**src/rtl/cau_pkg.sv**
```systemverilog
// ----------------------------------------------------------------------------
// cau_pkg
// Types, codes and helpers shared by the complex arithmetic unit.
// ----------------------------------------------------------------------------
package cau_pkg;

  // Operation codes.
  localparam logic [1:0] MODE_ADD = 2'd0;
  localparam logic [1:0] MODE_SUB = 2'd1;
  localparam logic [1:0] MODE_MUL = 2'd2;
  localparam logic [1:0] MODE_DIV = 2'd3;

  // Status codes.
  localparam logic [1:0] ST_OK   = 2'd0;
  localparam logic [1:0] ST_OVF  = 2'd1;
  localparam logic [1:0] ST_DIV0 = 2'd2;

  // Pipeline layout: product, sum, prep, divider steps, output.
  localparam int NUM_DIV_STEPS = 17;
  localparam int STG_PROD      = 0;
  localparam int STG_SUM       = 1;
  localparam int STG_PREP      = 2;
  localparam int STG_DIV0      = 3;
  localparam int STG_OUT       = STG_DIV0 + NUM_DIV_STEPS;
  localparam int NUM_STAGES    = STG_OUT + 1;

  // Input item.
  typedef struct packed {
    logic        [1:0]  mode;
    logic signed [15:0] a_re;
    logic signed [15:0] a_im;
    logic signed [15:0] b_re;
    logic signed [15:0] b_im;
  } in_t;

  // Result item.
  typedef struct packed {
    logic signed [15:0] res_re;
    logic signed [15:0] res_im;
    logic        [1:0]  status;
  } out_t;

  // First stage: raw products and add/subtract sums.
  typedef struct packed {
    logic        [1:0]  mode;
    logic               divz;
    logic signed [16:0] s_re;
    logic signed [16:0] s_im;
    logic signed [31:0] p_rr;
    logic signed [31:0] p_ii;
    logic signed [31:0] p_ri;
    logic signed [31:0] p_ir;
    logic signed [31:0] d_rr;
    logic signed [31:0] d_ii;
  } prod_t;

  // Second stage: combined products.
  typedef struct packed {
    logic        [1:0]  mode;
    logic               divz;
    logic signed [16:0] s_re;
    logic signed [16:0] s_im;
    logic signed [32:0] m_re;
    logic signed [32:0] m_im;
    logic signed [32:0] n_re;
    logic signed [32:0] n_im;
    logic        [31:0] den;
  } sum_t;

  // Divider stage contents, with the finished add/sub/mul result riding along.
  typedef struct packed {
    logic        [1:0]  mode;
    logic               divz;
    logic signed [15:0] f_re;
    logic signed [15:0] f_im;
    logic               f_ovf;
    logic        [40:0] rem_re;
    logic        [40:0] rem_im;
    logic        [16:0] q_re;
    logic        [16:0] q_im;
    logic        [47:0] dsh;
    logic               povf_re;
    logic               povf_im;
    logic               neg_re;
    logic               neg_im;
  } div_t;

  // Saturated value with its flag.
  typedef struct packed {
    logic               ovf;
    logic signed [15:0] val;
  } sat_t;

  // Saturate a signed value to 16 bits.
  function automatic sat_t sat16(input logic signed [33:0] v);
    sat_t r;
    if (v > 34'sd32767) begin
      r.ovf = 1'b1;
      r.val = 16'sh7fff;
    end else if (v < -34'sd32768) begin
      r.ovf = 1'b1;
      r.val = 16'sh8000;
    end else begin
      r.ovf = 1'b0;
      r.val = v[15:0];
    end
    return r;
  endfunction

endpackage

```
**src/rtl/cau_prod.sv**
```systemverilog
// ----------------------------------------------------------------------------
// cau_prod
// Two stages: six 16x16 products and add/sub sums, then their combinations.
// ----------------------------------------------------------------------------
module cau_prod (
  input  logic          clk,
  input  logic          en_prod,
  input  logic          en_sum,
  input  cau_pkg::in_t  in_data,
  output cau_pkg::sum_t sum_q
);

  cau_pkg::prod_t     prod_r, prod_nxt;
  cau_pkg::sum_t      sum_r, sum_nxt;
  logic signed [15:0] ar, ai, br, bi;
  logic signed [16:0] ar17, ai17, br17, bi17;

  assign ar = in_data.a_re;
  assign ai = in_data.a_im;
  assign br = in_data.b_re;
  assign bi = in_data.b_im;
  assign ar17 = ar;
  assign ai17 = ai;
  assign br17 = br;
  assign bi17 = bi;

  // Products and the 17-bit sum or difference.
  always_comb begin
    prod_nxt.mode = in_data.mode;
    prod_nxt.divz = (br == 16'sd0) && (bi == 16'sd0);
    if (in_data.mode == cau_pkg::MODE_SUB) begin
      prod_nxt.s_re = ar17 - br17;
      prod_nxt.s_im = ai17 - bi17;
    end else begin
      prod_nxt.s_re = ar17 + br17;
      prod_nxt.s_im = ai17 + bi17;
    end
    prod_nxt.p_rr = ar * br;
    prod_nxt.p_ii = ai * bi;
    prod_nxt.p_ri = ar * bi;
    prod_nxt.p_ir = ai * br;
    prod_nxt.d_rr = br * br;
    prod_nxt.d_ii = bi * bi;
  end

  always_ff @(posedge clk) begin
    if (en_prod) begin
      prod_r <= prod_nxt;
    end
  end

  // Real and imaginary combinations for multiply and divide.
  always_comb begin
    logic signed [32:0] rr, ii, ri, ir;
    rr = prod_r.p_rr;
    ii = prod_r.p_ii;
    ri = prod_r.p_ri;
    ir = prod_r.p_ir;
    sum_nxt.mode = prod_r.mode;
    sum_nxt.divz = prod_r.divz;
    sum_nxt.s_re = prod_r.s_re;
    sum_nxt.s_im = prod_r.s_im;
    sum_nxt.m_re = rr - ii;
    sum_nxt.m_im = ri + ir;
    sum_nxt.n_re = rr + ii;
    sum_nxt.n_im = ir - ri;
    sum_nxt.den  = $unsigned(prod_r.d_rr) + $unsigned(prod_r.d_ii);
  end

  always_ff @(posedge clk) begin
    if (en_sum) begin
      sum_r <= sum_nxt;
    end
  end

  assign sum_q = sum_r;

endmodule

```
**config.mk**
```make
export PLATFORM = sky130hd
export DESIGN_NAME = cau_prod
export DESIGN_NICKNAME = d
export VERILOG_FILES = /design/src/rtl/cau_pkg.sv /design/src/rtl/cau_prod.sv
export SDC_FILE = /design/constraint.sdc
export NUM_CORES = 2
export LEC_CHECK = 0
export BUFFER_PORTS_ARGS = -buffer_cell sky130_fd_sc_hd__buf_2
export CAP_MARGIN = 10
export CORE_MARGIN = 10
export CORE_UTILIZATION = 51
export DETAILED_ROUTE_END_ITERATION = 10
export GPL_ROUTABILITY_DRIVEN = 0
export HOLD_SLACK_MARGIN = 0.1
export PLACE_DENSITY = 0.64
export SLEW_MARGIN = 15
export SYNTH_ARGS = -nofsm -noshare
export SYNTH_HDL_FRONTEND = slang
export SYNTH_SLANG_ARGS = --single-unit
```
**constraint.sdc**
```tcl
create_clock -name clk -period 9.5 [get_ports clk]
set_input_delay 1.9 -clock clk [delete_from_list [all_inputs] [get_ports clk]]
set_output_delay 1.9 -clock clk [all_outputs]
set_load 0.01 [all_outputs]
```
==> results.ini <==
[global_route]
grt_overflow_total=0
grt_pass1_vias=60700
grt_first_pass_wirelength_um=341000
antenna_found_initial=18
grt_max_degree=119
track_usage_pct=25.0

[critical_path]
startpoint_type=primary input
end_kind=flip-flop
worstPathMaxFanout=28
cp_cell_sequence=buf_2 -> buf_4 -> nand2_1 -> inv_1 -> fa_1 -> fa_1 -> fa_1 -> fa_1 -> fa_1 -> inv_1 -> fa_1 -> inv_1 -> ha_1 -> a21o_1 -> a2111oi_0 -> nand2_1 -> o21ai_0 -> o31ai_1 -> mux2i_1 -> o2111ai_1
slowest_delay_ps=910
required_ps=9900
worst-setup-path-type=in2reg
worstPathArrival_ps=8940
slowest_stage=fa_1
cpMostUsedCell=fa_1

[sta]
finalCritPeriodShare_pct=89.9
final.setup_skew_ps=20.1
fmax_mhz=117
slew_violations=0
setup_viol=0
fin_crit_ps=8540
rsz0062_at_grt=false
hold_viol_final=0
fin_setup_tns_ps=0
slew_headroom_pct=30.1
worst_slew_pin_slew_ps=1020

[yosys]
synth_cells=8196
seq_area_frac_synth_pct=16.1
ys_seq_elements=426
synth_edf_count=426
avgSynthCellArea_um2=9.72
synth_nets=10500
synth.distinct_cells=93
synthFlopType=edfxtp_1
netlist_area_mm2=0.0796
postSynth.asyncResetShare_pct=0
yosysWarnings=0

[clock_network]
clkLatencyLatePin_ps=660
holdBufCountCts=0
tritoncts=yes
cts_made_buffers=56
cts-htree-levels=2
cts.sinks=426
cts_setup_buffers=0
root_buffer=clkbuf_16
cts_repair_resize_count=0
ctsLongestPathBuffers=3
clk_pin_slew_ps=70

[cells_and_area]
n_fill_cell=13800
syn2layout_area_growth_pct=6.98
drive_above_1_share_pct=6.76
nNetsFinal=10600

[die]
die_x_um=415
coreArea_mm2=0.155
dieArea_mm2=0.172
start_util_pct=51.5
fp.dieH_um=415
io_pins=270
rows=144

[status]
status=completed

[route]
drt_first_pass_iters=5
detail_route.wl_per_cell_um=20.2
drt_iter0_drc=3662
vias=55600
ant_nets=0
route.detailed.drc=0
viasPerCell=5.33
finalWirelength_um=210000

[flow_run]
cap_violations=0

[place]
hpwl_um=171000
portBuffers=269

[hold_path]
min_path_type=reg2reg

-- metrics by stage --
stage	setup slack, ps	utilization (%)	cell area [um^2]	cells	hold WS (ps)
after global placement	572	53.9	83300	10300	403
after detailed placement	385	53.9	83300	10300	405
after global routing	641	55.1	85200	10400	428
final	959	55.1	85200	10400	420
after floorplan	1090	-	79600	8196	400
after CTS	1090	55.1	85200	10400	421
-- path summary, 6_finish.rpt --
kind	startpoint	end	slack [ps]	cells after the start
max	in_data[2]	prod_r[126]	960	20
min	prod_r[203]	sum_q[175]	420	0
max reg2reg	prod_r[104]	sum_q[129]	5710	12
min reg2reg	prod_r[203]	sum_q[175]	420	0
-- critical path, delay by kind of cell --
kind,cells,cell delay [ps]
mux,1,210
compound gates,5,1640
fa+ha+maj,7,3840
buf+inv,5,1090
simple gates,2,210
-- cells by family (layout without fill, tap and decap cells) --
group	count (synthesis)	in the layout	share of synthesized area [%]
AND/OR/NAND/NOR	1995	1995	12.1
multiplexers	8	8	0.102
flip-flops	426	426	16.1
XOR/XNOR	409	409	4.50
adder cells (fa/ha/maj)	2228	2228	49.4
buffers and inverters	2272	2449	10.9
AO/OA/AOI/OAI	858	858	7.03
other	0	6	0
-- cell type report --
class                   instances  area (um^2)  area share (%)
inverters                    1943         7290            8.56
multi-input cells            5498        58200            68.3
clock buffers                  59         1430            1.68
diodes                          6         15.0          0.0176
well taps                    2044         2560            3.00
clock inverters                45          402           0.471
flip-flops and latches        426        12800            15.0
repair buffers                402         2500            2.94
-- cells in the final DEF (no fill, tap or decap), types with 44 or more instances in the layout --
master	netlist	final
a21o_1	114	114
a21oi_1	295	295
and2_1	525	525
buf_2	10	267
buf_4	5	122
clkbuf_16	0	57
edfxtp_1	426	426
fa_1	1522	1522
ha_1	706	706
inv_1	1927	1927
nand2_1	740	740
nand2b_1	52	52
nand3_1	60	60
nor2_1	360	360
nor2b_1	44	44
nor3_1	70	70
o21a_1	47	47
o21ai_0	127	127
o21bai_1	51	51
xnor2_1	325	325
xor2_1	84	84
-- Yosys cell counts (21+ instances only) --
| library cell | n | area [um^2] |
|---|---|---|
| o21bai_1 | 51 | 383 |
| nand2_1 | 740 | 2780 |
| nand2b_1 | 52 | 325 |
| clkbuf_1 | 288 | 1080 |
| and3_1 | 36 | 225 |
| or2_2 | 22 | 138 |
| o31ai_1 | 21 | 158 |
| nor3_1 | 70 | 350 |
| a211oi_1 | 25 | 188 |
| and2_1 | 525 | 3280 |
| nor2b_1 | 44 | 275 |
| inv_1 | 1927 | 7230 |
| a21o_1 | 114 | 856 |
| o21ai_0 | 127 | 636 |
| fa_1 | 1522 | 30500 |
| nor2_1 | 360 | 1350 |
| o21a_1 | 47 | 353 |
| xor2_1 | 84 | 736 |
| xnor2_1 | 325 | 2850 |
| a31oi_1 | 21 | 131 |
| nand3_1 | 60 | 300 |
| edfxtp_1 | 426 | 12800 |
| ha_1 | 706 | 8830 |
| a21oi_1 | 295 | 1480 |
-- per-layer routing --
| metal | share of wire, % | vias up | global-route usage [%] |
|---|---|---|---|
| met2 | 48 | 1698 | 42.0 |
| met5 | 0.081 | - | 0 |
| li1 | - | 25300 | - |
| met1 | 40 | 28200 | 31.9 |
| met4 | 4.3 | 26 | 9.26 |
| met3 | 7.3 | 385 | 5.12 |
-- state kept, by name, summed over array words and instances, names as in the netlist --
signal / cells
prod_r: 227
sum_q: 199
Power is left out: the tool's default activity adds up to more than one toggle a clock period on the data nets, which glitch-free logic cannot reach.
