**config.mk**
```make
export PLATFORM = sky130hd
export DESIGN_NAME = cau_div_step
export DESIGN_NICKNAME = d
export VERILOG_FILES = /design/src/rtl/cau_pkg.sv /design/src/rtl/cau_div_step.sv
export SDC_FILE = /design/constraint.sdc
export NUM_CORES = 1
export LEC_CHECK = 0
export ABC_AREA = 0
export CAP_MARGIN = 0
export CORE_ASPECT_RATIO = 2
export CORE_MARGIN = 2
export CORE_UTILIZATION = 30
export DETAILED_ROUTE_END_ITERATION = 8
export DONT_BUFFER_PORTS = 1
export MAX_ROUTING_LAYER = met4
export PLACE_DENSITY = 0.5
export SETUP_SLACK_MARGIN = 0.05
export SYNTH_ARGS = -nofsm -noshare
export SYNTH_HDL_FRONTEND = slang
export SYNTH_SLANG_ARGS = --single-unit
```
**constraint.sdc**
```tcl
create_clock -name clk -period 3.4 [get_ports clk]
set_clock_uncertainty 0.15 [all_clocks]
set_input_delay 0.17 -clock clk [delete_from_list [all_inputs] [get_ports clk]]
set_output_delay 0.17 -clock clk [all_outputs]
set_load 0.01 [all_outputs]
```
**src/rtl/cau_pkg.sv**
```systemverilog
// ----------------------------------------------------------------------------
// cau_pkg
// Types, codes and helpers shared by the complex arithmetic unit.
// ----------------------------------------------------------------------------
package cau_pkg;

  // Operation codes.
  localparam logic [1:0] MODE_ADD = 2'd0;
  localparam logic [1:0] MODE_SUB = 2'd1;
  localparam logic [1:0] MODE_MUL = 2'd2;
  localparam logic [1:0] MODE_DIV = 2'd3;

  // Status codes.
  localparam logic [1:0] ST_OK   = 2'd0;
  localparam logic [1:0] ST_OVF  = 2'd1;
  localparam logic [1:0] ST_DIV0 = 2'd2;

  // Pipeline layout: product, sum, prep, divider steps, output.
  localparam int NUM_DIV_STEPS = 17;
  localparam int STG_PROD      = 0;
  localparam int STG_SUM       = 1;
  localparam int STG_PREP      = 2;
  localparam int STG_DIV0      = 3;
  localparam int STG_OUT       = STG_DIV0 + NUM_DIV_STEPS;
  localparam int NUM_STAGES    = STG_OUT + 1;

  // Input item.
  typedef struct packed {
    logic        [1:0]  mode;
    logic signed [15:0] a_re;
    logic signed [15:0] a_im;
    logic signed [15:0] b_re;
    logic signed [15:0] b_im;
  } in_t;

  // Result item.
  typedef struct packed {
    logic signed [15:0] res_re;
    logic signed [15:0] res_im;
    logic        [1:0]  status;
  } out_t;

  // First stage: raw products and add/subtract sums.
  typedef struct packed {
    logic        [1:0]  mode;
    logic               divz;
    logic signed [16:0] s_re;
    logic signed [16:0] s_im;
    logic signed [31:0] p_rr;
    logic signed [31:0] p_ii;
    logic signed [31:0] p_ri;
    logic signed [31:0] p_ir;
    logic signed [31:0] d_rr;
    logic signed [31:0] d_ii;
  } prod_t;

  // Second stage: combined products.
  typedef struct packed {
    logic        [1:0]  mode;
    logic               divz;
    logic signed [16:0] s_re;
    logic signed [16:0] s_im;
    logic signed [32:0] m_re;
    logic signed [32:0] m_im;
    logic signed [32:0] n_re;
    logic signed [32:0] n_im;
    logic        [31:0] den;
  } sum_t;

  // Divider stage contents, with the finished add/sub/mul result riding along.
  typedef struct packed {
    logic        [1:0]  mode;
    logic               divz;
    logic signed [15:0] f_re;
    logic signed [15:0] f_im;
    logic               f_ovf;
    logic        [40:0] rem_re;
    logic        [40:0] rem_im;
    logic        [16:0] q_re;
    logic        [16:0] q_im;
    logic        [47:0] dsh;
    logic               povf_re;
    logic               povf_im;
    logic               neg_re;
    logic               neg_im;
  } div_t;

  // Saturated value with its flag.
  typedef struct packed {
    logic               ovf;
    logic signed [15:0] val;
  } sat_t;

  // Saturate a signed value to 16 bits.
  function automatic sat_t sat16(input logic signed [33:0] v);
    sat_t r;
    if (v > 34'sd32767) begin
      r.ovf = 1'b1;
      r.val = 16'sh7fff;
    end else if (v < -34'sd32768) begin
      r.ovf = 1'b1;
      r.val = 16'sh8000;
    end else begin
      r.ovf = 1'b0;
      r.val = v[15:0];
    end
    return r;
  endfunction

endpackage

```
**src/rtl/cau_div_step.sv**
```systemverilog
// ----------------------------------------------------------------------------
// cau_div_step
// One restoring division step for the real and imaginary quotients.
// ----------------------------------------------------------------------------
module cau_div_step (
  input  logic          clk,
  input  logic          en,
  input  cau_pkg::div_t div_d,
  output cau_pkg::div_t div_q
);

  cau_pkg::div_t div_r, div_nxt;

  // Subtract the shifted divisor where it fits and shift in a quotient bit.
  always_comb begin
    logic ge_re, ge_im;
    ge_re = {7'd0, div_d.rem_re} >= div_d.dsh;
    ge_im = {7'd0, div_d.rem_im} >= div_d.dsh;
    div_nxt        = div_d;
    div_nxt.rem_re = ge_re ? div_d.rem_re - div_d.dsh[40:0] : div_d.rem_re;
    div_nxt.rem_im = ge_im ? div_d.rem_im - div_d.dsh[40:0] : div_d.rem_im;
    div_nxt.q_re   = {div_d.q_re[15:0], ge_re};
    div_nxt.q_im   = {div_d.q_im[15:0], ge_im};
    div_nxt.dsh    = div_d.dsh >> 1;
  end

  always_ff @(posedge clk) begin
    if (en) begin
      div_r <= div_nxt;
    end
  end

  assign div_q = div_r;

endmodule

```
==> results.md, run 1 <==
* Status: complete, but fails checks
* Violated checks: negative hold slack
* Synthesized Nets at 1333
* Final non-filler cell total at 1853
* Multi-input gate area at 0.00571 mm²
* Pre-CTS WS at 0.00408 ns
* Synth top area cells: edfxtp_1 (50%), ha_1 (8.4%), mux2_4 (4.5%), a21oi_1 (3.8%), xnor2_1 (3.3%)
* Avg Synthesized Cell Area at 11.8 µm²
* Port buffer count at 0
* CTS Hold Bufs at 201
* Global placer's final weighted congestion at 0.873
* DRC viols at 0
* Crit end category: flip-flop
* Type of the worst setup path: in2reg
* Hold Crit Class: in2reg
* CTS Buffer Depth at 3
* CTS tree: yes
* Unrepaired setup endpoints after global routing: true
* Largest net degree at the start of global routing at 204
* Setup TNS at 0 ns
* Async set or reset register ratio after synthesis at 0
* Site row count at 104
* Width of the chip at 147 µm
* WP data required at 3.52 ns
* Initial core utilization at 0.304
* Clock transition at the registers of the reported paths at 0.07 ns
* Final Util at 0.396
* Min-Delay Path Depth at 0
* Area leader, netlist: edfxtp_1
* First-pass GRT wire length at 62.5 mm
* Avg Vias per Cell at 5.06
* Die area at 0.0427 mm²
* Core area at 0.0403 mm²
* Share of layout cells above drive strength 1 at 0.152
* Final setup viols at 0
* Global route overflow at 0
* CP max stage cell: dlygate4sd3_1
* H-tree levels at 1
* GRT Util Overall at 0.202
* Largest stage delay on the critical path at 0.65 ns
* Total CTS buffers at 21
* Crit path time final at 3.19 ns
* Initial antenna violation count at 0
* Ports at 410
* Post-Synthesis Cell Area at 0.0123 mm²
* Clock root cell: clkbuf_16
* Number of global-route vias before repair at 9970
* Setup slack after layout at 0.209 ns
* Part of the cycle the worst path needs at 0.939
* Layout Nets at 1598
* Fin. Hold Viols at 84
* Number of DRC markers in iteration 0 at 431
* WP data arrival at 3.31 ns
* Hold slack at -0.399 ns
* Final ANT Viol Nets at 0
* Detailed placement HPWL at 32.7 mm
* Setup bufs post-CTS at 0
* Slew headroom at 0.534
* Synth cell types at 75
* Routed len/inst at 23.5 µm
* Leak at 6.42 nW
* ANT cells at 0
* Worst Path Max Fanout at 10
* Crit path launch type: input pin
* VDD IR max at 0.296 mV
* Max reg flops at 203
* Critical path depth at 13
* Fillers at 3967
* Maximum clock frequency at 313 MHz
* CP delay by family, top: buffers and inverters
* Post-synthesis sequential area ratio at 0.497
* Synthesis warning total at 0
* Register area at 0.00610 mm²
* Power Total at 6.92 mW
* Post-synth top area share at 0.497
* Vias at 9385
* Crit path to: div_q[138]
* Synth Flop Type: edfxtp_1
* Post-synth EDFFs at 203
* Pwr per Cell Area at 434 mW/mm²
* Cells after synthesis at 1043
* Buf/Inv on CP at 3
* Max-slew violation count at 0
* Layout area overhead at 30.0%
* Die H at 290 µm
* CP cell instances: dlygate4sd3_1 > fa_1 > nand2b_1 > a21oi_1 > buf_4 > a21oi_1 > a21oi_2 > nand2_1 > o2111ai_1 > a211oi_1 > o22ai_4 > buf_4 > mux2_2
* Post-Route WL at 43.5 mm
* Worst setup startpoint: div_d[5]
* CTS Sinks at 203
* Cells after DPL at 1614
* Maxcap violations at 0
* First-pass DRT Iterations at 5
* Yosys reg bits at 203
* Least-Margin Pin Slew at 0.700 ns
[power by group]
part	switching, mW	total (mW)	internal (mW)
Combinational	0.735	1.43	0.697
Sequential	0.197	3.19	2.99
Clock	1.07	2.30	1.23
Total	2.00	6.92	4.92
[area by class of cell]
class | instances | share of cell area
multi-input combinational | 744 | 0.358
clock inverter | 15 | 0.00792
inverter | 64 | 0.0151
clock buffer | 23 | 0.0334
timing repair buffer | 274 | 0.162
sequential | 203 | 0.382
tap | 530 | 0.0416
[routing by layer]
metal / share of wire / wire length [µm] / global-route usage / vias to the layer above
met5: 0 / 0 / - / -
met4: 0.036 / 1550 / 0.0718 / 0
met3: 0.057 / 2460 / 0.0336 / 60
met2: 0.58 / 25300 / 0.414 / 380
met1: 0.33 / 14100 / 0.180 / 4490
li1: - / - / - / 4455
[logic make-up (layout without fill, tap and decap cells)]
kind of cell	count (synthesis)	in the layout	synth area share
buffers and inverters	96	376	0.0401
adders and majority gates	84	84	0.0868
AOI/OAI and AO/OA	279	279	0.149
and+or+nand+nor	227	227	0.0909
other	1	1	0.000305
xor gates and xnor gates	71	71	0.0507
DFF	203	203	0.497
muxes	82	82	0.0857
[metrics by stage]
stage          area [µm²]  hold WS, ns
4_1_cts             15900       -0.423
2_1_floorplan       12300        0.119
3_5_place_dp        13300        0.119
6_report            16000       -0.399
3_3_place_gp        13300        0.119
5_1_grt             16000       -0.417
[repair_timing]
action,CTS,global route
gates resized for setup,0,4
hold endpoints to repair,404,204
setup endpoints to repair,0,68
[synthesized netlist by cell type (10+ instances only)]
library cell,n
edfxtp_1,203
a21oi_1,93
ha_1,82
nand2_1,73
inv_1,64
xnor2_1,46
nor2_1,45
a21o_1,41
o21ai_0,38
mux2_4,37
mux2_2,30
xor2_1,25
nand3_1,19
nand4_1,14
nor2b_1,14
nor3_1,14
a31oi_1,12
o21a_1,12
clkbuf_1,10
nand2b_1,10
o21bai_1,10
[worst min path at each step]
stage	startpoint	endpoint	slack, ns
global placement	div_d[179]	div_q[179]	0.12
detailed placement	div_d[170]	div_q[170]	0.12
floorplan	div_d[0]	div_q[0]	0.12
global route	en	div_q[15]	-0.42
finish	en	div_q[15]	-0.40
CTS	en	div_q[15]	-0.42
[layout by cell type (no fill, tap or decap), drive strengths merged, types with 3 or more instances in the layout]
cell / n
clkinv: 9
and4: 3
and2: 4
a311oi: 5
ha: 82
dlygate4sd3: 201
nand2: 73
a21oi: 96
nor3: 14
a21o: 41
mux2i: 8
nor2b: 14
nand4: 14
a211oi: 10
o21bai: 11
nor4: 6
xnor2: 46
mux2: 74
buf: 73
nand3: 19
xor2: 25
nand2b: 10
nor2: 45
o2111ai: 3
or3: 7
and3: 9
o21ai: 48
edfxtp: 203
o31ai: 3
clkbuf: 23
o31a: 4
a31oi: 12
inv: 68
o21a: 13
o211ai: 8
a21boi: 5
Note: power is estimated with default switching activity, not from simulation.
==> inputs of run 2 (changes only) <==
==> constraint.sdc (replaced) <==
create_clock -name clk -period 3.3 [get_ports clk]
set_clock_uncertainty 0.15 [all_clocks]
set_input_delay 0.165 -clock clk [delete_from_list [all_inputs] [get_ports clk]]
set_output_delay 0.165 -clock clk [all_outputs]
set_load 0.01 [all_outputs]
==> run 2 against run 1 <==
The flow still finishes with violations (negative hold slack). Core utilization grew 0.22 points. Final cell count grew 0.16%. Combinational power grew 4%. Total power grew 5.4%. Clock power grew 9.6%. Clock-buffer cell count shrank 1. Global-route usage shrank 0.12 points. Worst hold slack gained 0.018 ns. Critical path type unchanged. Critical endpoint is now div_q[127]. Highest routed layer unchanged.
==> results.md, run 2 (synthesis results as in run 1) <==
* Clock power share at 0.346
* Clock transition at the registers of the reported paths at 0.07 ns
* Avg Vias per Cell at 5.03
* Int Power at 5.23 mW
* Ports at 410
* Part of the cycle the worst path needs at 0.941
* Slew headroom at 0.615
* Die area at 0.0427 mm²
* Commonest non-fill, non-tap cell in the layout: edfxtp_1
* GRT Util Overall at 0.201
* CTS Hold Bufs at 202
* ANT cells at 0
* Initial antenna violation count at 0
* Share of layout cells above drive strength 1 at 0.153
* Fin. Hold Viols at 149
* Clock root cell: clkbuf_16
* Global placer's final weighted congestion at 0.840
* Type of the worst setup path: in2reg
* Hold slack at -0.381 ns
* Crit path time final at 3.11 ns
* Width of the chip at 147 µm
* CTS tree: yes
* Die H at 290 µm
* Final setup viols at 0
* Port buffer count at 0
* Routed len/inst at 23.3 µm
* Detailed placement HPWL at 32.5 mm
* Number of DRC markers in iteration 0 at 401
* Largest net degree at the start of global routing at 204
* Status: complete, but fails checks
* WP data required at 3.42 ns
* Final ANT Viol Nets at 0
* Most frequent cells in the layout: edfxtp_1 (203), dlygate4sd3_1 (202), a21oi_1 (91)
* WP data arrival at 3.23 ns
* First-pass GRT wire length at 62.1 mm
* Sequential share of power at 0.450
* First-pass DRT Iterations at 4
* Least-Margin Pin Slew at 0.577 ns
* Layout Nets at 1602
* Worst Path Max Fanout at 28
* Maxcap violations at 0
* Pwr per Cell Area at 455 mW/mm²
* Site row count at 104
* Core area at 0.0403 mm²
* Cells after DPL at 1617
* Number of global-route vias before repair at 9920
* Total CTS buffers at 21
* Initial core utilization at 0.304
* CTS Buffer Depth at 3
* Unrepaired setup endpoints after global routing: false
* VDD IR max at 0.312 mV
* H-tree levels at 1
* Leak at 6.45 nW
* Hold Path Sink: div_q[15]
* Setup bufs post-CTS at 0
* Net Sw Power at 2.07 mW
* Comb power frac at 0.204
* Max-slew violation count at 0
* CTS Sinks at 203
* Fillers at 3960
* Power Total at 7.29 mW
* Net Sw Frac at 0.283
* Vias at 9335
* Min-Delay Path Depth at 0
* Global route overflow at 0
* Max reg flops at 203
* Hold_sp: en
* Final non-filler cell total at 1856
* Maximum clock frequency at 322 MHz
* DRC viols at 0
* Violated checks: negative hold slack
* Layout area overhead at 30.7%
* Crit end category: flip-flop
* Post-Route WL at 43.2 mm
* Hold Crit Class: in2reg
* Crit path launch type: input pin
[run 2: stage by stage]
step / TNS [ns] / utilization / setup WS, ns / cell area [µm²] / hold WS, ns
floorplan: 0 / - / 0.243 / 12300 / 0.114
global placement: -1.19 / 0.330 / -0.123 / 13300 / 0.114
detailed placement: -0.536 / 0.330 / -0.103 / 13300 / 0.114
CTS: 0 / 0.397 / 0.120 / 16000 / -0.421
global route: 0 / 0.398 / 0.0616 / 16000 / -0.407
finish: 0 / 0.398 / 0.195 / 16000 / -0.381
[run 2: worst max-delay path: stages]
cell	delay (ns)
dlygate4sd3_1	0.58
ha_1	0.36
a21oi_1	0.30
o21ai_1	0.12
a21oi_1	0.16
o21bai_1	0.10
a21oi_1	0.28
o22ai_4	0.12
buf_12	0.18
buf_4	0.18
mux2i_1	0.11
dlygate4sd3_1	0.55
[run 2: cell type report]
cell class	instances	area [µm²]	area share
multi-input cells	744	5710	0.356
clock inverters	15	178	0.0111
flip-flops and latches	203	6100	0.380
repair buffers	278	2630	0.164
well taps	530	663	0.0413
clock buffers	22	529	0.0330
inverters	64	240	0.0150
[run 2: what timing repair did]
| item | CTS | global route |
|---|---|---|
| endpoints found under the setup margin | 0 | 3 |
| endpoints found under the hold margin | 405 | 203 |
| resized for setup | 0 | 3 |
[run 2: power by group through the flow]
stage	registers (mW)	clock network, mW	logic [mW]
2_1_floorplan	3.29	0	0.895
3_3_place_gp	3.34	0	1.28
3_5_place_dp	3.34	0	1.28
4_1_cts	3.28	2.63	1.50
5_1_grt	3.30	2.69	1.63
6_report	3.28	2.52	1.49
[run 2: layer usage]
layer / up-vias / global-route usage / wire, µm
met5: - / - / 0
met1: 4475 / 0.181 / 14300
met2: 330 / 0.407 / 24900
met4: 0 / 0.0760 / 1800
li1: 4463 / - / -
met3: 67 / 0.0332 / 2260
[run 2: worst max path at each step]
stage,slack [ns],end,start
finish,0.19,div_q[127],div_d[164]
global route,0.06,div_q[127],div_d[19]
CTS,0.12,div_q[127],div_d[7]
detailed placement,-0.10,div_q[124],div_d[86]
global placement,-0.12,div_q[124],div_d[86]
floorplan,0.24,div_q[162],div_d[127]
