===== src/rtl/cau_pkg.sv =====
// ----------------------------------------------------------------------------
// cau_pkg
// Types, codes and helpers shared by the complex arithmetic unit.
// ----------------------------------------------------------------------------
package cau_pkg;

  // Operation codes.
  localparam logic [1:0] MODE_ADD = 2'd0;
  localparam logic [1:0] MODE_SUB = 2'd1;
  localparam logic [1:0] MODE_MUL = 2'd2;
  localparam logic [1:0] MODE_DIV = 2'd3;

  // Status codes.
  localparam logic [1:0] ST_OK   = 2'd0;
  localparam logic [1:0] ST_OVF  = 2'd1;
  localparam logic [1:0] ST_DIV0 = 2'd2;

  // Pipeline layout: product, sum, prep, divider steps, output.
  localparam int NUM_DIV_STEPS = 17;
  localparam int STG_PROD      = 0;
  localparam int STG_SUM       = 1;
  localparam int STG_PREP      = 2;
  localparam int STG_DIV0      = 3;
  localparam int STG_OUT       = STG_DIV0 + NUM_DIV_STEPS;
  localparam int NUM_STAGES    = STG_OUT + 1;

  // Input item.
  typedef struct packed {
    logic        [1:0]  mode;
    logic signed [15:0] a_re;
    logic signed [15:0] a_im;
    logic signed [15:0] b_re;
    logic signed [15:0] b_im;
  } in_t;

  // Result item.
  typedef struct packed {
    logic signed [15:0] res_re;
    logic signed [15:0] res_im;
    logic        [1:0]  status;
  } out_t;

  // First stage: raw products and add/subtract sums.
  typedef struct packed {
    logic        [1:0]  mode;
    logic               divz;
    logic signed [16:0] s_re;
    logic signed [16:0] s_im;
    logic signed [31:0] p_rr;
    logic signed [31:0] p_ii;
    logic signed [31:0] p_ri;
    logic signed [31:0] p_ir;
    logic signed [31:0] d_rr;
    logic signed [31:0] d_ii;
  } prod_t;

  // Second stage: combined products.
  typedef struct packed {
    logic        [1:0]  mode;
    logic               divz;
    logic signed [16:0] s_re;
    logic signed [16:0] s_im;
    logic signed [32:0] m_re;
    logic signed [32:0] m_im;
    logic signed [32:0] n_re;
    logic signed [32:0] n_im;
    logic        [31:0] den;
  } sum_t;

  // Divider stage contents, with the finished add/sub/mul result riding along.
  typedef struct packed {
    logic        [1:0]  mode;
    logic               divz;
    logic signed [15:0] f_re;
    logic signed [15:0] f_im;
    logic               f_ovf;
    logic        [40:0] rem_re;
    logic        [40:0] rem_im;
    logic        [16:0] q_re;
    logic        [16:0] q_im;
    logic        [47:0] dsh;
    logic               povf_re;
    logic               povf_im;
    logic               neg_re;
    logic               neg_im;
  } div_t;

  // Saturated value with its flag.
  typedef struct packed {
    logic               ovf;
    logic signed [15:0] val;
  } sat_t;

  // Saturate a signed value to 16 bits.
  function automatic sat_t sat16(input logic signed [33:0] v);
    sat_t r;
    if (v > 34'sd32767) begin
      r.ovf = 1'b1;
      r.val = 16'sh7fff;
    end else if (v < -34'sd32768) begin
      r.ovf = 1'b1;
      r.val = 16'sh8000;
    end else begin
      r.ovf = 1'b0;
      r.val = v[15:0];
    end
    return r;
  endfunction

endpackage


===== src/rtl/cau_out.sv =====
// ----------------------------------------------------------------------------
// cau_out
// Signs and saturates the quotients and selects the result item.
// ----------------------------------------------------------------------------
module cau_out (
  input  logic          clk,
  input  logic          en,
  input  cau_pkg::div_t div_d,
  output cau_pkg::out_t out_q
);

  cau_pkg::out_t out_r, out_nxt;

  always_comb begin
    logic signed [15:0] d_re, d_im;
    logic               o_re, o_im;
    logic        [16:0] nq_re, nq_im;

    nq_re = 17'd0 - div_d.q_re;
    nq_im = 17'd0 - div_d.q_im;

    // Real quotient.
    if (div_d.neg_re) begin
      o_re = div_d.povf_re || (div_d.q_re > 17'd32768);
      d_re = o_re ? 16'sh8000 : nq_re[15:0];
    end else begin
      o_re = div_d.povf_re || (div_d.q_re > 17'd32767);
      d_re = o_re ? 16'sh7fff : div_d.q_re[15:0];
    end

    // Imaginary quotient.
    if (div_d.neg_im) begin
      o_im = div_d.povf_im || (div_d.q_im > 17'd32768);
      d_im = o_im ? 16'sh8000 : nq_im[15:0];
    end else begin
      o_im = div_d.povf_im || (div_d.q_im > 17'd32767);
      d_im = o_im ? 16'sh7fff : div_d.q_im[15:0];
    end

    // Result selection.
    if (div_d.mode != cau_pkg::MODE_DIV) begin
      out_nxt.res_re = div_d.f_re;
      out_nxt.res_im = div_d.f_im;
      out_nxt.status = div_d.f_ovf ? cau_pkg::ST_OVF : cau_pkg::ST_OK;
    end else if (div_d.divz) begin
      out_nxt.res_re = '0;
      out_nxt.res_im = '0;
      out_nxt.status = cau_pkg::ST_DIV0;
    end else begin
      out_nxt.res_re = d_re;
      out_nxt.res_im = d_im;
      out_nxt.status = (o_re || o_im) ? cau_pkg::ST_OVF : cau_pkg::ST_OK;
    end
  end

  always_ff @(posedge clk) begin
    if (en) begin
      out_r <= out_nxt;
    end
  end

  assign out_q = out_r;

endmodule


===== config.mk =====
export PLATFORM = sky130hd
export DESIGN_NAME = cau_out
export DESIGN_NICKNAME = d
export VERILOG_FILES = /design/src/rtl/cau_pkg.sv /design/src/rtl/cau_out.sv
export SDC_FILE = /design/constraint.sdc
export NUM_CORES = 1
export LEC_CHECK = 0
export BUFFER_PORTS_ARGS = -buffer_cell sky130_fd_sc_hd__buf_2
export CAP_MARGIN = 5
export CORE_MARGIN = 2
export CORE_UTILIZATION = 30
export DETAILED_ROUTE_END_ITERATION = 12
export GPL_ROUTABILITY_DRIVEN = 0
export PLACE_DENSITY_LB_ADDON = 0.15
export SYNTH_ARGS = -nofsm -noshare
export SYNTH_HDL_FRONTEND = slang
export SYNTH_SLANG_ARGS = --single-unit

===== constraint.sdc =====
create_clock -name clk -period 8 [get_ports clk]
set_input_delay 1.6 -clock clk [delete_from_list [all_inputs] [get_ports clk]]
set_output_delay 1.6 -clock clk [all_outputs]
set_load 0.005 [all_outputs]

==> results of run 1 <==
[through the flow]
step	util (%)	power [mW]
2_1_floorplan	-	0.2681
3_3_place_gp	38.85	0.3276
3_5_place_dp	38.85	0.3281
4_1_cts	40.64	0.5229
5_1_grt	40.64	0.5416
6_report	40.64	0.5185
[per-layer routing]
layer  wire length (µm)  up-vias
met5                  0        -
met4                170        0
met3                618       11
met2               3604      103
met1               3365     1134
li1                   -     1215
[final timing paths]
path,to,slack (ns)
setup / recovery,out_q[29],4.17
hold / removal,out_q[7],1.57
[worst max-delay path: cells and delay by family]
| family | cells | cell delay [ns] |
|---|---|---|
| buffers and inverters | 1 | 0.13 |
| AO/OA/AOI/OAI | 2 | 0.69 |
| AND/OR/NAND/NOR | 3 | 1.47 |
[logic make-up after synthesis]
kind of cell,count (synthesis),share of synthesized area (%)
AOI/OAI and AO/OA,64,17.66
adders and majority gates,4,2.121
xor gates and xnor gates,16,5.939
buffers and inverters,19,3.393
and+or+nand+nor,129,27.62
DFF,34,43.27
[cells in the final DEF, fill, tap and decap left out, types with 7 or more instances in the layout]
cell | netlist | final
nand2_1 | 39 | 39
nor3_1 | 10 | 10
o31ai_1 | 7 | 7
nand4_1 | 7 | 7
edfxtp_1 | 34 | 34
xnor2_1 | 13 | 13
o21ai_0 | 26 | 26
nor2_1 | 27 | 27
buf_2 | 1 | 109
nor4_1 | 8 | 8
a21oi_1 | 7 | 7
or3_1 | 11 | 11
[power breakdown]
group	total, mW	switching [mW]	internal [mW]
Combinational	0.104	0.0595	0.0447
Sequential	0.219	0.00403	0.215
Clock	0.195	0.0701	0.125
[cell type report]
cell class	count	area (µm²)
well taps	102	127.6
clock buffers	5	68.82
multi-input cells	213	1259
fillers	839	4563
flip-flops and latches	34	1021
clock inverters	3	68.82
repair buffers	110	553.0
inverters	7	26.28
==> key figures, run 1 <==
Setup path
  • Crit path DAT: 3.90 ns
  • Worst Setup SP: div_d[80]
  • Worst-path maximum fanout: 13
  • CP Data Required Time: 8.06 ns
  • Crit path largest cell delay: between 0.6 and 0.7 ns
  • Worst Path Class, Setup: in -> reg
  • Crit start category: primary input
  • Slowest stage cell on the critical path: or4_1
  • Worst-path cell chain: buf_2 -> or4_1 -> nor4_1 -> a31oi_1 -> nand2b_1 -> o21ai_0
  • Setup crit end kind: flop

Min path
  • Hold path cells: 3
  • Worst Hold Class: in -> reg
  • Hold_sp: div_d[174]

Yosys
  • Cell Area, Synth: between 2000 and 2500 µm²
  • Cell with the most instances after synthesis: nand2_1
  • Syn_area_per_cell: 8.871 µm²
  • Area contributors post-synth: edfxtp_1 (43%), nand2_1 (6.2%), o21ai_0 (5.5%), xnor2_1 (4.8%), nor2_1 (4.3%)
  • Area share of the largest cell type after synthesis: a little over two fifths
  • Sequential area share after synthesis: 43.27%
  • #FFs+latches synth: 34
  • Top_reg_cell synth: edfxtp_1
  • Post-synth cell types: 40
  • Post-Syn Nets: about 480
  • YS warnings: 0
  • Post-synth EDFFs: 34
  • Top cells by count, synth: nand2_1 (39), edfxtp_1 (34), nor2_1 (27)
  • Post-synth ARST share: 0%
  • Synth Instances: 266
  • Yosys top cell by area: edfxtp_1

Route
  • First-pass iteration count of the detailed router: 4
  • Final ANT Viol Nets: 0
  • DRC: 0
  • Total Routed Length: between 7000 and 8000 µm
  • DR WL/cell: 16.36 µm
  • Vias/cell: ~5.2
  • Routed via count: 2463
  • First DRT Iteration DRCs: around 120

Floorplanning
  • Row cnt: 32
  • Die X: 92.69 µm
  • Die area: 8591 µm²
  • Initial Util: between 30% and 40%
  • Die height: approximately 93 µm
  • Top-level port count: 240
  • Core footprint: 7687 µm²

STA
  • RSZ-0062 raised after global routing: false
  • Hold slack: 1.575 ns
  • Worst slew pin tran: just under 0.8 ns
  • Final period util: between 40% and 50%
  • Max-slew headroom: between 40% and 50%
  • Fin crit period: 3.835 ns
  • Final Slew Violations: 0
  • Slack of the critical path: 4.165 ns
  • Fin Setup TNS: 0 ns
  • Final setup fails: 0
  • Final Hold Viols: 0
  • Achievable Freq: around 0.26 GHz

Placement
  • Place WS: 3.857 ns
  • Placed Cells: 466
  • Placed cell area: 2987 µm²
  • DP HPWL: around 5900 µm
  • PortBufs: roughly 110

Global routing
  • Number of global-route vias before repair: 2308
  • Met2 GRT Util: approximately 29%
  • Met3 usage: between 4 and 5%
  • Global route overflow: 0
  • GRT busiest layer: met2
  • First-pass GRT wire length: 11650 µm
  • Met1 Use GR: a little under a quarter
  • Initial antenna violation count: 0
  • All-Layer GR Usage: 17.75%
  • Pin count of the biggest net entering global routing: 38

Flow run
  • Max Cap Viol: 0

Clocking
  • H-tree level count: 2
  • Post-CTS setup buffers: 0
  • Clk sinks: 34
  • Cts hold-fix bufs: 0
  • Buffer levels on the longest clock path: 2
  • Clock root buffer: clkbuf_8
  • Resized cells post-CTS: 0
  • CTS tree: done
  • CTS clock-pin slew for the worst setup and hold paths: approximately 0.08 ns
  • Total CTS buffers: 5

Pwr
  • VDD IR max: roughly 0.00010 V
  • PD cells: ~170 nW/µm²
  • Leakage: ~1.3 nW

Final layout
  • Max reg flops: 34
  • Diode count: 0
  • Layout Nets: just under 600
  • Post-Layout Cell Count: roughly 470
  • Area grow syn2layout: 32.40%
  • Layout cell share with drive strength beyond 1: roughly 34%
  • Final Instance Area: about 3100 µm²

Outcome
  • Status: complete, no violations
(Power assumes the default switching activity.)
==> run 2, diff against run 1 <==
- clock period: 8 -> 3.1 ns (I/O delays scaled with it)
==> key figures, run 2 (same netlist as run 1, synthesis figures left out) <==
Clocking
  • H-tree level count: 2 (unchanged)
  • Post-CTS setup buffers: 0 (unchanged)
  • CTS clock-pin slew for the worst setup and hold paths: 0.08 ns (about the same)
  • CTS tree: done (unchanged)
  • Clock root buffer: clkbuf_8 (unchanged)
  • Resized cells post-CTS: 0 (unchanged)
  • Clk sinks: 34 (unchanged)
  • Total CTS buffers: 5 (unchanged)
  • Buffer levels on the longest clock path: 2 (unchanged)
  • Cts hold-fix bufs: 0 (unchanged)

Route
  • Vias/cell: 5.196 (about the same)
  • Routed length on met1: 3300 µm (was 3365 µm)
  • WL met3: 668 µm (was 618 µm)
  • Top Metal Used: met4 (unchanged)
  • First-pass iteration count of the detailed router: 4 (unchanged)
  • First DRT Iteration DRCs: 156 (was 122)
  • Total Routed Length: 7999 µm (was 7757 µm)
  • DRC: 0 (unchanged)
  • Routed via count: 2520 (was 2463)
  • DR WL/cell: 16.49 µm (was 16.36 µm)
  • Final ANT Viol Nets: 0 (unchanged)
  • Metal2 WL: 3955 µm (was 3604 µm)

Placement
  • Place WS: 0.1436 ns (was 3.857 ns)
  • PortBufs: 109 (unchanged)
  • Placed cell area: 3069 µm² (was 2987 µm²)
  • DP HPWL: 6107 µm (was 5936 µm)

Floorplanning
  • Row cnt: 32 (unchanged)
  • Core footprint: 7687 µm² (unchanged)
  • Die height: 92.69 µm (unchanged)
  • Die area: 8591 µm² (unchanged)
  • Die X: 92.69 µm (unchanged)
  • Initial Util: 30.70% (unchanged)
  • Top-level port count: 240 (unchanged)

Setup path
  • Worst Path Class, Setup: in -> reg (unchanged)
  • CP Data Required Time: 3.21 ns (was 8.06 ns)
  • Setup crit end kind: flop (unchanged)
  • Crit path DAT: 2.76 ns (was 3.90 ns)
  • Crit start category: primary input (unchanged)
  • Worst-path maximum fanout: 12 (was 13)

Pwr
  • VDD IR max: 0.0001835 V (was 0.0001018 V)
  • Comb pwr share: 20.8% (was 20.1%)
  • PD cells: 420.3 nW/µm² (was 166.0 nW/µm²)
  • Sequential share of power: 42.0% (was 42.3%)
  • Fraction of power spent switching nets: 25.72% (was 25.78%)
  • Switching Power: 346.6 µW (was 133.7 µW)
  • Leakage: 1.336 nW (was 1.284 nW)
  • Clock power frac: 37.1% (was 37.6%)
  • Pint: 1.001 mW (was 384.8 µW)

STA
  • Fin crit period: 2.651 ns
  • Final Slew Violations: 0 (unchanged)
  • Slack of the critical path: 0.4494 ns (was 4.165 ns)
  • Final period util: between 80% and 90%
  • Worst slew pin tran: 0.8012 ns (was 0.7860 ns)
  • RSZ-0062 raised after global routing: false (unchanged)
  • Achievable Freq: approximately 0.38 GHz
  • Fin Setup TNS: 0 ns (unchanged)
  • Final Hold Viols: 0 (unchanged)
  • Max-slew headroom: 46.59% (was 47.60%)
  • Final setup fails: 0 (unchanged)

Final layout
  • Commonest non-fill, non-tap cell in the layout: buf_2 (unchanged)
  • Area grow syn2layout: 35.90% (was 32.40%)
  • Final Instance Area: 3207 µm² (was 3124 µm²)
  • Most frequent cells in the layout: buf_2 (109), nand2_1 (39), edfxtp_1 (34) (unchanged)
  • Layout cell share with drive strength beyond 1: 35.77% (was 33.87%)
  • Layout Nets: 592 (was 581)
  • Diode count: 0 (unchanged)
  • Max reg flops: 34 (unchanged)

Global routing
  • All-Layer GR Usage: 18.40% (was 17.75%)
  • First-pass GRT wire length: 12050 µm (was 11650 µm)
  • Initial antenna violation count: 0 (unchanged)
  • Number of global-route vias before repair: 2328 (was 2308)
  • Global route overflow: 0 (unchanged)
  • Pin count of the biggest net entering global routing: 37 (was 38)

Outcome
  • Status: complete, no violations (unchanged)

Min path
  • Worst Hold Class: in -> reg (unchanged)
  • Hold path cells: 3 (unchanged)

Flow run
  • Max Cap Viol: 0 (unchanged)
run 2: cell types whose count changed in the layout (fill, tap and decap cells not counted):
cell	before	now
buf_4	1	12
run 2: metal layers:
layer | global-route usage [%] | vias up
met3 | 3.987 | 6
met5 | 0 | -
met1 | 23.55 | 1166
li1 | - | 1235
met2 | 31.75 | 113
met4 | 4.412 | 0
run 2: area by class of cell:
cell class                      count  area (µm²)
Multi-Input combinational cell    213        1259
Clock inverter                      3       68.82
Clock buffer                        5       68.82
Tap cell                          102       127.6
Inverter                            7       26.28
Fill cell                         822        4481
Timing Repair Buffer              121       635.6
Sequential cell                    34        1021
run 2: through the flow:
step	utilization (%)	total power, mW	hold WS [ns]	instances
after floorplan	-	0.6918	0.7325	266
after global placement	39.93	0.8559	0.9020	477
after detailed placement	39.93	0.8587	0.9066	477
after CTS	41.72	1.361	0.5989	485
after global routing	41.72	1.412	0.6080	485
final	41.72	1.348	0.6037	485
run 2: power by group through the flow:
stage                     Clock [mW]  Combinational [mW]  Sequential (mW)
after CTS                      0.511               0.283            0.568
after global routing           0.531               0.310            0.571
after floorplan                    0               0.109            0.582
after detailed placement           0               0.282            0.577
after global placement             0               0.280            0.576
final                          0.501               0.281            0.567
run 2: final timing paths:
path | start | to | slack, ns
setup / recovery | div_d[52] | out_q[6] | 0.45
hold / removal | div_d[187] | out_q[20] | 0.60
run 2: critical path: stages:
cell and delay [ns]:
buf_2 0.13, inv_1 0.06, ha_1 0.16, or3b_2 0.47, or4_4 0.56, o21a_1 0.22
nand2b_4 0.21, o31ai_1 0.32
